$ cat src/rtl/column_trace_centroid_defines.svh
// assertion macros for the column trace centroid block
`ifndef COLUMN_TRACE_CENTROID_DEFINES_SVH
`define COLUMN_TRACE_CENTROID_DEFINES_SVH

`ifndef SYNTHESIS

`define CTC_ASSERT(label, clk, rst_n, prop) \
    label: assert property (@(posedge clk) disable iff (!rst_n) prop) \
        else $error("ctc assertion failed");

`define CTC_ASSERT_NEVER(label, clk, rst_n, expr) \
    label: assert property (@(posedge clk) disable iff (!rst_n) !(expr)) \
        else $error("ctc assertion failed");

`else

`define CTC_ASSERT(label, clk, rst_n, prop)

`define CTC_ASSERT_NEVER(label, clk, rst_n, expr)

`endif

`endif

$ cat src/rtl/ctc_pkg.sv
package ctc_pkg;

    localparam int PIX_W    = 12;
    localparam int CHAN_W   = 8;
    localparam int SUM_W    = 24;
    localparam int COUNT_W  = 13;
    localparam int HIT_CAP  = 4096;
    localparam int MAX_ROWS = 4096;
    localparam int MAX_COLUMNS = 4096;

    localparam int DIV_STEPS = 12;
    localparam int STEP_W    = $clog2(DIV_STEPS);

    localparam int CFG_INDEX_W = 2;
    localparam logic [CFG_INDEX_W-1:0] REG_LEVEL_LOW  = 2'd0;
    localparam logic [CFG_INDEX_W-1:0] REG_LEVEL_HIGH = 2'd1;

    localparam logic [CHAN_W-1:0] LEVEL_LOW_RESET  = 8'd0;
    localparam logic [CHAN_W-1:0] LEVEL_HIGH_RESET = 8'd50;

    typedef enum logic [1:0] {
        ST_IDLE,
        ST_DIVIDE,
        ST_OUTPUT
    } ctc_state_t;

    typedef struct packed {
        logic pix_accept;
        logic div_start;
        logic div_step;
    } ctc_cmd_t;

    typedef struct packed {
        logic has_hits;
    } ctc_status_t;

endpackage

$ cat src/rtl/ctc_ctrl.sv
`include "column_trace_centroid_defines.svh"

module ctc_ctrl (
    input  logic                clk,
    input  logic                rst_n,
    input  logic                in_valid,
    input  logic                column_end,
    input  ctc_pkg::ctc_status_t status,
    output logic                in_ready,
    output logic                out_valid,
    input  logic                out_ready,
    output ctc_pkg::ctc_cmd_t   cmd
);

    ctc_pkg::ctc_state_t             state_reg;
    ctc_pkg::ctc_state_t             state_next;
    logic [ctc_pkg::STEP_W-1:0]      count_reg;
    logic [ctc_pkg::STEP_W-1:0]      count_next;
    logic                            last_step;

    assign last_step = (count_reg == ctc_pkg::STEP_W'(ctc_pkg::DIV_STEPS - 1));
    assign out_valid = (state_reg == ctc_pkg::ST_OUTPUT);

    always_ff @(posedge clk or negedge rst_n)
    begin
        if (!rst_n)
        begin
            state_reg <= ctc_pkg::ST_IDLE;
            count_reg <= '0;
        end
        else
        begin
            state_reg <= state_next;
            count_reg <= count_next;
        end
    end

    always_comb
    begin
        state_next = state_reg;
        count_next = count_reg;
        in_ready   = 1'b0;
        cmd        = '0;
        case (state_reg)
            ctc_pkg::ST_IDLE:
            begin
                in_ready = 1'b1;
            end
            ctc_pkg::ST_DIVIDE:
            begin
                in_ready     = !column_end;
                cmd.div_step = 1'b1;
                count_next   = count_reg + 1'b1;
                if (last_step)
                begin
                    state_next = ctc_pkg::ST_OUTPUT;
                end
            end
            ctc_pkg::ST_OUTPUT:
            begin
                in_ready = !column_end;
                if (out_ready)
                begin
                    state_next = ctc_pkg::ST_IDLE;
                end
            end
            default:
            begin
                state_next = ctc_pkg::ST_IDLE;
            end
        endcase
        cmd.pix_accept = in_valid && in_ready;
        cmd.div_start  = cmd.pix_accept && column_end && status.has_hits;
        if (cmd.div_start)
        begin
            state_next = ctc_pkg::ST_DIVIDE;
            count_next = '0;
        end
    end

    // column close only while the divider is free
    `CTC_ASSERT_NEVER(a_end_while_busy, clk, rst_n, cmd.pix_accept && column_end && state_reg != ctc_pkg::ST_IDLE)
    `CTC_ASSERT(a_div_len, clk, rst_n, (cmd.div_step && last_step) |=> out_valid)
    `CTC_ASSERT(a_out_after_div, clk, rst_n, $rose(out_valid) |-> $past(cmd.div_step))
    `CTC_ASSERT_NEVER(a_step_out_excl, clk, rst_n, cmd.div_step && out_valid)

endmodule

$ cat src/rtl/ctc_datapath.sv
module ctc_datapath (
    input  logic                                 clk,
    input  logic                                 rst_n,
    input  ctc_pkg::ctc_cmd_t                    cmd,
    output ctc_pkg::ctc_status_t                 status,
    input  logic                                 cfg_we,
    input  logic [ctc_pkg::CFG_INDEX_W-1:0]      cfg_index,
    input  logic [ctc_pkg::CHAN_W-1:0]           cfg_data,
    input  logic [ctc_pkg::PIX_W-1:0]            column,
    input  logic [ctc_pkg::PIX_W-1:0]            row,
    input  logic [ctc_pkg::CHAN_W-1:0]           red,
    input  logic [ctc_pkg::CHAN_W-1:0]           green,
    input  logic [ctc_pkg::CHAN_W-1:0]           blue,
    input  logic                                 column_end,
    output logic [ctc_pkg::PIX_W-1:0]            out_column,
    output logic [ctc_pkg::PIX_W-1:0]            mean_row,
    output logic [ctc_pkg::COUNT_W-1:0]          hit_count
);

    logic [ctc_pkg::CHAN_W-1:0]  level_low_reg;
    logic [ctc_pkg::CHAN_W-1:0]  level_high_reg;
    logic [ctc_pkg::SUM_W-1:0]   row_sum_reg;
    logic [ctc_pkg::COUNT_W-1:0] hit_total_reg;

    logic [ctc_pkg::COUNT_W-1:0] rem_reg;
    logic [ctc_pkg::PIX_W-1:0]   quot_reg;
    logic [ctc_pkg::COUNT_W-1:0] divisor_reg;
    logic [ctc_pkg::PIX_W-1:0]   col_reg;

    logic                        in_image;
    logic                        color_ok;
    logic                        trace;
    logic [ctc_pkg::SUM_W-1:0]   sum_add;
    logic [ctc_pkg::COUNT_W-1:0] total_add;
    logic [ctc_pkg::COUNT_W:0]   trial;
    logic [ctc_pkg::COUNT_W:0]   trial_diff;
    logic                        quot_bit;
    logic [ctc_pkg::COUNT_W-1:0] rem_next;

    assign in_image = (32'(row) < 32'(ctc_pkg::MAX_ROWS))
                   && (32'(column) < 32'(ctc_pkg::MAX_COLUMNS));
    assign color_ok = (red >= level_low_reg) && (red <= level_high_reg)
                   && (green >= level_low_reg) && (green <= level_high_reg)
                   && (blue >= level_low_reg) && (blue <= level_high_reg);
    assign trace = in_image && color_ok
                && (hit_total_reg < ctc_pkg::COUNT_W'(ctc_pkg::HIT_CAP));
    assign sum_add   = row_sum_reg + (trace ? ctc_pkg::SUM_W'(row) : '0);
    assign total_add = hit_total_reg + ctc_pkg::COUNT_W'(trace);
    assign status.has_hits = (total_add != '0);

    // one restoring step, remainder stays below the divisor
    assign trial      = {rem_reg, quot_reg[ctc_pkg::PIX_W-1]};
    assign trial_diff = trial - {1'b0, divisor_reg};
    assign quot_bit   = (trial >= {1'b0, divisor_reg});
    assign rem_next   = quot_bit ? trial_diff[ctc_pkg::COUNT_W-1:0]
                                 : trial[ctc_pkg::COUNT_W-1:0];

    always_ff @(posedge clk or negedge rst_n)
    begin
        if (!rst_n)
        begin
            level_low_reg  <= ctc_pkg::LEVEL_LOW_RESET;
            level_high_reg <= ctc_pkg::LEVEL_HIGH_RESET;
        end
        else if (cfg_we)
        begin
            case (cfg_index)
                ctc_pkg::REG_LEVEL_LOW:  level_low_reg  <= cfg_data;
                ctc_pkg::REG_LEVEL_HIGH: level_high_reg <= cfg_data;
                default: ;
            endcase
        end
    end

    always_ff @(posedge clk or negedge rst_n)
    begin
        if (!rst_n)
        begin
            row_sum_reg   <= '0;
            hit_total_reg <= '0;
        end
        else if (cmd.pix_accept)
        begin
            if (column_end)
            begin
                row_sum_reg   <= '0;
                hit_total_reg <= '0;
            end
            else
            begin
                row_sum_reg   <= sum_add;
                hit_total_reg <= total_add;
            end
        end
    end

    always_ff @(posedge clk)
    begin
        if (cmd.div_start)
        begin
            rem_reg     <= ctc_pkg::COUNT_W'(sum_add[ctc_pkg::SUM_W-1:ctc_pkg::PIX_W]);
            quot_reg    <= sum_add[ctc_pkg::PIX_W-1:0];
            divisor_reg <= total_add;
            col_reg     <= column;
        end
        else if (cmd.div_step)
        begin
            rem_reg  <= rem_next;
            quot_reg <= {quot_reg[ctc_pkg::PIX_W-2:0], quot_bit};
        end
    end

    assign out_column = col_reg;
    assign mean_row   = quot_reg;
    assign hit_count  = divisor_reg;

endmodule

$ cat src/rtl/column_trace_centroid.sv
// throughput: one pixel per cycle; a column-end pixel waits while the
// restoring divider runs or an earlier result is not yet taken
// reset: asynchronous active low; levels return to 0 and 50, sums clear
module column_trace_centroid (
    input  logic                                 clk,
    input  logic                                 rst_n,
    input  logic                                 in_valid,
    output logic                                 in_ready,
    input  logic [ctc_pkg::PIX_W-1:0]            column,
    input  logic [ctc_pkg::PIX_W-1:0]            row,
    input  logic [ctc_pkg::CHAN_W-1:0]           red,
    input  logic [ctc_pkg::CHAN_W-1:0]           green,
    input  logic [ctc_pkg::CHAN_W-1:0]           blue,
    input  logic                                 column_end,
    output logic                                 out_valid,
    input  logic                                 out_ready,
    output logic [ctc_pkg::PIX_W-1:0]            out_column,
    output logic [ctc_pkg::PIX_W-1:0]            mean_row,
    output logic [ctc_pkg::COUNT_W-1:0]          hit_count,
    input  logic                                 cfg_valid,
    output logic                                 cfg_ready,
    input  logic [ctc_pkg::CFG_INDEX_W-1:0]      cfg_index,
    input  logic [ctc_pkg::CHAN_W-1:0]           cfg_data
);

    ctc_pkg::ctc_cmd_t    cmd;
    ctc_pkg::ctc_status_t status;
    logic                 cfg_we;

    assign cfg_ready = 1'b1;
    assign cfg_we    = cfg_valid && cfg_ready;

    ctc_ctrl u_ctrl (
        .clk        (clk),
        .rst_n      (rst_n),
        .in_valid   (in_valid),
        .column_end (column_end),
        .status     (status),
        .in_ready   (in_ready),
        .out_valid  (out_valid),
        .out_ready  (out_ready),
        .cmd        (cmd)
    );

    ctc_datapath u_datapath (
        .clk        (clk),
        .rst_n      (rst_n),
        .cmd        (cmd),
        .status     (status),
        .cfg_we     (cfg_we),
        .cfg_index  (cfg_index),
        .cfg_data   (cfg_data),
        .column     (column),
        .row        (row),
        .red        (red),
        .green      (green),
        .blue       (blue),
        .column_end (column_end),
        .out_column (out_column),
        .mean_row   (mean_row),
        .hit_count  (hit_count)
    );

endmodule
$ cat config.mk
export PLATFORM = sky130hd
export DESIGN_NAME = column_trace_centroid
export DESIGN_NICKNAME = d
export VERILOG_FILES = /design/src/rtl/ctc_pkg.sv /design/src/rtl/ctc_ctrl.sv /design/src/rtl/ctc_datapath.sv /design/src/rtl/column_trace_centroid.sv
export VERILOG_INCLUDE_DIRS = /design/src /design/src/rtl
export SDC_FILE = /design/constraint.sdc
export NUM_CORES = 1
export LEC_CHECK = 0
export ABC_AREA = 1
export BUFFER_PORTS_ARGS = -buffer_cell sky130_fd_sc_hd__buf_2
export CAP_MARGIN = 10
export CELL_PAD_IN_SITES_DETAIL_PLACEMENT = 1
export CELL_PAD_IN_SITES_GLOBAL_PLACEMENT = 2
export CORE_MARGIN = 5
export CORE_UTILIZATION = 37
export DETAILED_ROUTE_END_ITERATION = 10
export GPL_ROUTABILITY_DRIVEN = 0
export PLACE_DENSITY = 0.93
export SKIP_LAST_GASP = 1
export SYNTH_ARGS = -nofsm -noshare
export SYNTH_HDL_FRONTEND = slang
export SYNTH_SLANG_ARGS = --single-unit
export TNS_END_PERCENT = 100
$ cat constraint.sdc
create_clock -name clk -period 9.5 [get_ports clk]
set_input_delay 1.9 -clock clk [delete_from_list [all_inputs] [get_ports clk]]
set_output_delay 1.9 -clock clk [all_outputs]
set_load 0.01 [all_outputs]
### Word level (Yosys, flattened, before mapping)

Cells that the tools add are included.

| cells by class | value |
|---|---|
| multiply operators | 0 |
| bitwise operators | 0 |
| add/sub/neg operators | 4 |
| reduce and logical (&&, ||, !) cells | 19 |
| magnitude comparators | 8 |
| div/mod/pow operators | 0 |
| eq/ne operators | 7 |
| muxes and demuxes | 16 |
| shifts and indexed selects | 0 |

Operators by type and width:

| cell | count |
|---|---|
| $mux W12 | 5 |
| $mux W13 | 2 |
| $add A24 B24 Y24 | 1 |
| $ge A8 B8 Y1 | 3 |
| $le A8 B8 Y1 | 3 |
| $mux W24 | 1 |
| $ge A14 B13 Y1 | 1 |
| $add A13 B1 Y13 | 1 |
| $lt A13 B13 Y1 const B | 1 |
| $reduce_bool A13 Y1 | 1 |
| $sub A13 B13 Y13 | 1 |
| $logic_and A1 B1 Y1 | 9 |
| $mux W4 | 2 |
| $mux W2 | 3 |
| $pmux W2 S3 | 1 |
| $add A4 B1 Y4 const B | 1 |
| $eq A2 B1 Y1 const B | 2 |
| $eq A4 B4 Y1 const B | 1 |
| $logic_not A2 Y1 | 2 |
| $reduce_and A2 Y1 | 2 |
| $reduce_bool A2 Y1 | 2 |
| $ne A3 B1 Y1 const B | 1 |
| $ne A3 B2 Y1 const B | 1 |
| $reduce_and A3 Y1 | 1 |
| other kinds (6) | 6 |

| word-level totals | value |
|---|---|
| latch bits | 0 |
| word-level logic and storage cells | 65 |
| flip-flop bits (word level) | 109 |
| output and inout port bits | 40 |
| bits in writable memories | 0 |
| memories kept | 0 |
| input bits | 64 |
| bits in read-only memories | 0 |

### Depth between registers and ports, before layout

| depth | value |
|---|---|
| depth in word-level cells | 12 |
| depth in mapped cells | 30 |

### By module

A second synthesis with hierarchy kept.

| unflattened totals | value |
|---|---|
| cell total of the unflattened synthesis | 1074 |
| area total of the unflattened synthesis | 8079.0 um^2 |

Modules (own cells, without submodules):

| module | cells each | times used | area an instance (um^2) | seq. area each (um^2) |
|---|---|---|---|---|
| ctc_datapath | 1026 | 1 | 7656.1 | 2821.5 |
| ctc_ctrl | 46 | 1 | 411.6 | 150.1 |
| column_trace_centroid | 2 | 1 | 11.3 | 0.0 |

### Worst setup path before layout

Ideal clock, no wire load.

| path | value |
|---|---|
| path kind | in2reg |
| start point | input blue[5] in the netlist's numbering |
| end point | register u_datapath.quot_reg, in the netlist u_datapath.mean_row[0] (enable) |
| arrival time | 4.958 ns |
| setup time | 0.381 ns |
| cell stages on the path | 21 |
| slack | 4.162 ns |
| cell sequence | ha_1 -> a21oi_1 -> nor2_1 -> a211oi_1 -> o21ai_0 -> nor2_1 -> nor2_1 -> nand2_1 -> clkbuf_1 -> inv_1 -> ha_1 -> ha_1 -> nand2_2 -> nor2_4 -> nand3_1 -> xor2_1 -> nor2_1 -> nand2_1 -> nand2_2 -> buf_4 -> nand2_1 |

| on the way | value |
|---|---|
| word-level cells in the longest chain between the ends | 8 |
| elaborated cells on any way between the ends | 9 |
| classes of those cells | add/sub: 1; order compare: 2; reduce/logical: 6 |

RTL lines:

| what | line | RTL |
|---|---|---|
| from (decl) | column_trace_centroid.sv:13 | `input logic [ctc_pkg::CHAN_W-1:0] blue,` |
| $ge A8 B8 Y1 | ctc_datapath.sv:44 | `&& (blue >= level_low_reg) && (blue <= level_high_reg);` |
| $logic_and A1 B1 Y1 | ctc_datapath.sv:44 |  |
| $logic_and A1 B1 Y1 * | ctc_datapath.sv:44 |  |
| $logic_and A1 B1 Y1 * | ctc_datapath.sv:46 | `&& (hit_total_reg < ctc_pkg::COUNT_W'(ctc_pkg::HIT_CAP));` |
| $add A13 B1 Y13 * | ctc_datapath.sv:48 | `assign total_add = hit_total_reg + ctc_pkg::COUNT_W'(trace);` |
| via u_datapath.total_add, one bit | ctc_datapath.sv:34 | `logic [ctc_pkg::COUNT_W-1:0] total_add;` |
| $reduce_bool A13 Y1 * | ctc_datapath.sv:49 | `assign status.has_hits = (total_add != '0);` |
| $logic_and A1 B1 Y1 * | ctc_ctrl.sv:73 | `cmd.div_start = cmd.pix_accept && column_end && status.has_hits;` |
| $reduce_bool A2 Y1 (no line) * | -- |  |
| to (signal assigned) | ctc_datapath.sv:102 | `quot_reg <= sum_add[ctc_pkg::PIX_W-1:0];` |
| to (signal assigned) | ctc_datapath.sv:109 | `quot_reg <= {quot_reg[ctc_pkg::PIX_W-2:0], quot_bit};` |
| to (decl) | ctc_datapath.sv:26 | `logic [ctc_pkg::PIX_W-1:0] quot_reg;` |

Mark *: on every way through the listed nets, which the timed path passes. The rest lies on a longest branch.
A chain may end at the register's enable or synchronous reset.

### Worst setup path in the final report

| path | value |
|---|---|
| start point | input green[1] in the netlist's numbering |
| end point | register u_datapath.quot_reg, in the netlist u_datapath.mean_row[7] (enable) |

| on the way | value |
|---|---|
| word-level cells in the longest chain between the ends | 10 |
| elaborated cells on any way between the ends | 11 |
| classes of those cells | add/sub: 1; order compare: 2; reduce/logical: 8 |

RTL lines:

| what | line | RTL |
|---|---|---|
| from (decl) | column_trace_centroid.sv:12 | `input logic [ctc_pkg::CHAN_W-1:0] green,` |
| $ge A8 B8 Y1 | ctc_datapath.sv:43 | `&& (green >= level_low_reg) && (green <= level_high_reg)` |
| $logic_and A1 B1 Y1 | ctc_datapath.sv:43 |  |
| $logic_and A1 B1 Y1 * | ctc_datapath.sv:43 |  |
| $logic_and A1 B1 Y1 * (2 in a row) | ctc_datapath.sv:44 |  |
| $logic_and A1 B1 Y1 * | ctc_datapath.sv:46 |  |
| $add A13 B1 Y13 * | ctc_datapath.sv:48 |  |
| via u_datapath.total_add, one bit | ctc_datapath.sv:34 |  |
| $reduce_bool A13 Y1 * | ctc_datapath.sv:49 |  |
| $logic_and A1 B1 Y1 * | ctc_ctrl.sv:73 |  |
| $reduce_bool A2 Y1 (no line) * | -- |  |

Marks and branches as above.

==> flow_summary.ini <==
[job]
maxCapViolations = 0

[final_layout]
multi_input_area_um2 = 3810
n_antenna_cell = 0
fill_cells = 2481
largest_reg_flops = 24
final_nets = 1189
stdcell_area_um2 = 8450
area_growth_pct = 14.3
seq_area_um2 = 2970
drive_above_1_share = 0.127

[pwr]
p_switching_uw = 463
power_density_nw_per_um2 = 158
p_sw_frac = 0.347
ir_drop_mv = 0.0890
finalPower_mw = 1.33
combPwrFrac = 0.275
p_int_uw = 869
clkPwrFrac = 0.289
leakage_nw = 4.33
p_seq_frac = 0.436

[floorplanning]
initial_core_util = 0.377
rows = 51
core_area_um2 = 19600
die_w_um = 151
die_h_um = 151
dieArea_um2 = 22900
ioPinCount = 104

[setup_path]
crit_type = input pin to flip-flop
end_kind = flip-flop
crit_buf_inv = 4
startpoint_type = input pin
arrival_ns = 6.23
required_ns = 9.36
cp_common_cell = nor2_1
cp_max_fo = 41
cp_slowest_cell = nand2_1
cpPeakStageDelay_ns = 0.82
crit_family = simple AND/OR/NAND/NOR gates
path_cells = buf_2 -> ha_1 -> inv_1 -> nor2_1 -> nor2_1 -> o21ai_0 -> a21oi_1 -> a21boi_0 -> nor2_1 -> nand2_1 -> inv_1 -> ha_1 -> ha_1 -> inv_1 -> nand2_1 -> nor2_1 -> nand2_1 -> nor2_1 -> nand3_1 -> nor2_1 -> nand2_1 -> nand2_2 -> nand2_1

[synthesis]
synth-simple-area-share = 0.229
synth_xor_area_frac = 0.0332
synth.avg_cell_area_um2 = 7.82
synth_edf_count = 49
synth-seq-cells = 109
ys.flop_type = dfrtp_1
synth_fp_nets = 1093
synthCells = 946
synth_common_cells = nand2_1, inv_1, ha_1
synthMuxAreaShare = 0
ys_types = 38
yosys_warnings = 0
synth_most_common_cell = nand2_1
synth_top_family_by_area = simple AND/OR/NAND/NOR gates
syn_area_um2 = 7390
synth_compound_area_frac = 0.109
synth.largest_area_cell = edfxtp_1
synthArstFlopShare = 0.541
seq_area_frac_synth = 0.402
synth_area_leaders = edfxtp_1, dfrtp_1, nand2_1
synth_top_area_share = 0.199
synth_adder_area_share = 0.142

[clock_network]
postCtsSetupBuffers = 0
numCtsBuffers = 9
hold_buffers = 0
cts.path.max_buffers = 2
clk_pin_slew_worst_paths_ns = 0.08
cts_tree = done
htreeDepth = 3
numClockSinks = 109
worstSkewPairLatency_ns = 0.37
cts_resized = 0
root_buffer = clkbuf_16

[grt]
grt_max_degree = 60
top_usage_layer = met2
grt_pass1_vias = 6677
grt_use_met2 = 0.326
grtUsageMet3 = 0.0326
track_usage = 0.185
grtUsageMet1 = 0.238
grt_pass1_wl_mm = 33.3
grt_antenna_before_repair = 1
gr-total-overflow = 0

[timing]
rsz0062_at_grt = no
period_minus_slack_ns = 6.36
tightest_slew_ns = 1.04
finalSetupTns_ns = 0
drv_slew = 0
setup_viol = 0
hold_viol_final = 0
skew_ns = 0.0149
max_freq_mhz = 157
post-route-period-util = 0.670
relSlewSlack = 0.303

[detailed_routing]
remaining_drc_errors = 0
avgViaCountPerCell = 4.87
vias = 6384
routedWlPerCell_um = 15.7
drt_iter0_markers = 222
firstDrtPassIters = 4
ant_nets = 0
finalWirelength_mm = 20.6

[place]
numPortBuffers = 102
hpwl_mm = 16.4
place_area_um2 = 8150

[min_path]
hold_path.class = flip-flop to flip-flop

[status]
status = complete, no violations
-- power groups by stage --
stage	clock network [mW]	registers [mW]	logic [mW]
floorplan	0	0.582	0.254
global placement	0	0.589	0.354
detailed placement	0	0.590	0.370
CTS	0.396	0.581	0.373
global route	0.413	0.585	0.423
finish	0.385	0.581	0.366
-- final cells by class --
| class | instances | area share |
|---|---|---|
| multi-input cells | 680 | 0.451 |
| flip-flops and latches | 109 | 0.352 |
| inverters | 139 | 0.0618 |
| repair buffers | 103 | 0.0613 |
| well taps | 265 | 0.0392 |
| clock buffers | 9 | 0.0267 |
| clock inverters | 7 | 0.00874 |
-- final timing paths --
path | to | from | slack [ns] | cells after the start
worst max-delay path | u_datapath.mean_row[7]$_DFFE_PP_ | green[1] | 3.14 | 23
worst max register to register | u_datapath.mean_row[7]$_DFFE_PP_ | u_datapath.level_high_reg[1]$_DFFE_PN1P_ | 4.15 | 23
min in group asynchronous | u_datapath.hit_total_reg[10]$_DFFE_PN0P_ | rst_n | 1.72 | 2
worst min register to register | u_datapath.level_high_reg[2]$_DFFE_PN0P_ | u_datapath.level_high_reg[2]$_DFFE_PN0P_ | 0.49 | 2
max in group asynchronous | u_datapath.row_sum_reg[6]$_DFFE_PN0P_ | rst_n | 7.20 | 2
worst min-delay path | u_datapath.level_high_reg[2]$_DFFE_PN0P_ | u_datapath.level_high_reg[2]$_DFFE_PN0P_ | 0.49 | 2
-- worst min-delay path, stage by stage, from the launching register on --
cell and delay [ns]:
dfrtp_1 0.35, nand2_1 0.05, o21ai_0 0.06
-- per-layer routing --
metal,vias to the layer above,share of wire
li1,3269,-
met2,99,0.49
met4,2,0.0087
met5,-,0.00034
met1,3001,0.46
met3,13,0.039
-- logic make-up after synthesis --
group / count (synthesis)
and+or+nand+nor: 419
AOI/OAI and AO/OA: 149
other: 1
xor gates and xnor gates: 28
DFF: 109
buffers and inverters: 157
adders and majority gates: 83
-- through the flow --
step / util / cells / hold WS, ns / worst slack, ns
floorplan: - / 946 / 0.453 / 4.16
global placement: 0.416 / 1296 / 0.468 / 2.97
detailed placement: 0.416 / 1296 / 0.473 / 2.73
CTS: 0.431 / 1312 / 0.491 / 3.09
global route: 0.431 / 1312 / 0.513 / 2.56
finish: 0.431 / 1312 / 0.486 / 3.14
-- layout by cell type (no fill, tap or decap), types with 5 or more instances in the layout --
cell type / netlist / routed
o22ai_1: 7 / 7
buf_2: 2 / 102
edfxtp_1: 49 / 49
nor2_1: 65 / 64
o21ai_0: 79 / 79
a21oi_1: 43 / 43
ha_1: 81 / 81
a21o_1: 5 / 5
clkbuf_16: 0 / 9
xnor2_1: 12 / 12
inv_1: 138 / 138
xor2_1: 16 / 16
dfrtp_1: 56 / 56
nand2_1: 286 / 286
nand4_1: 14 / 14
nand3_1: 38 / 38
nor3_1: 6 / 6
Power figures use the tool's default switching activity.
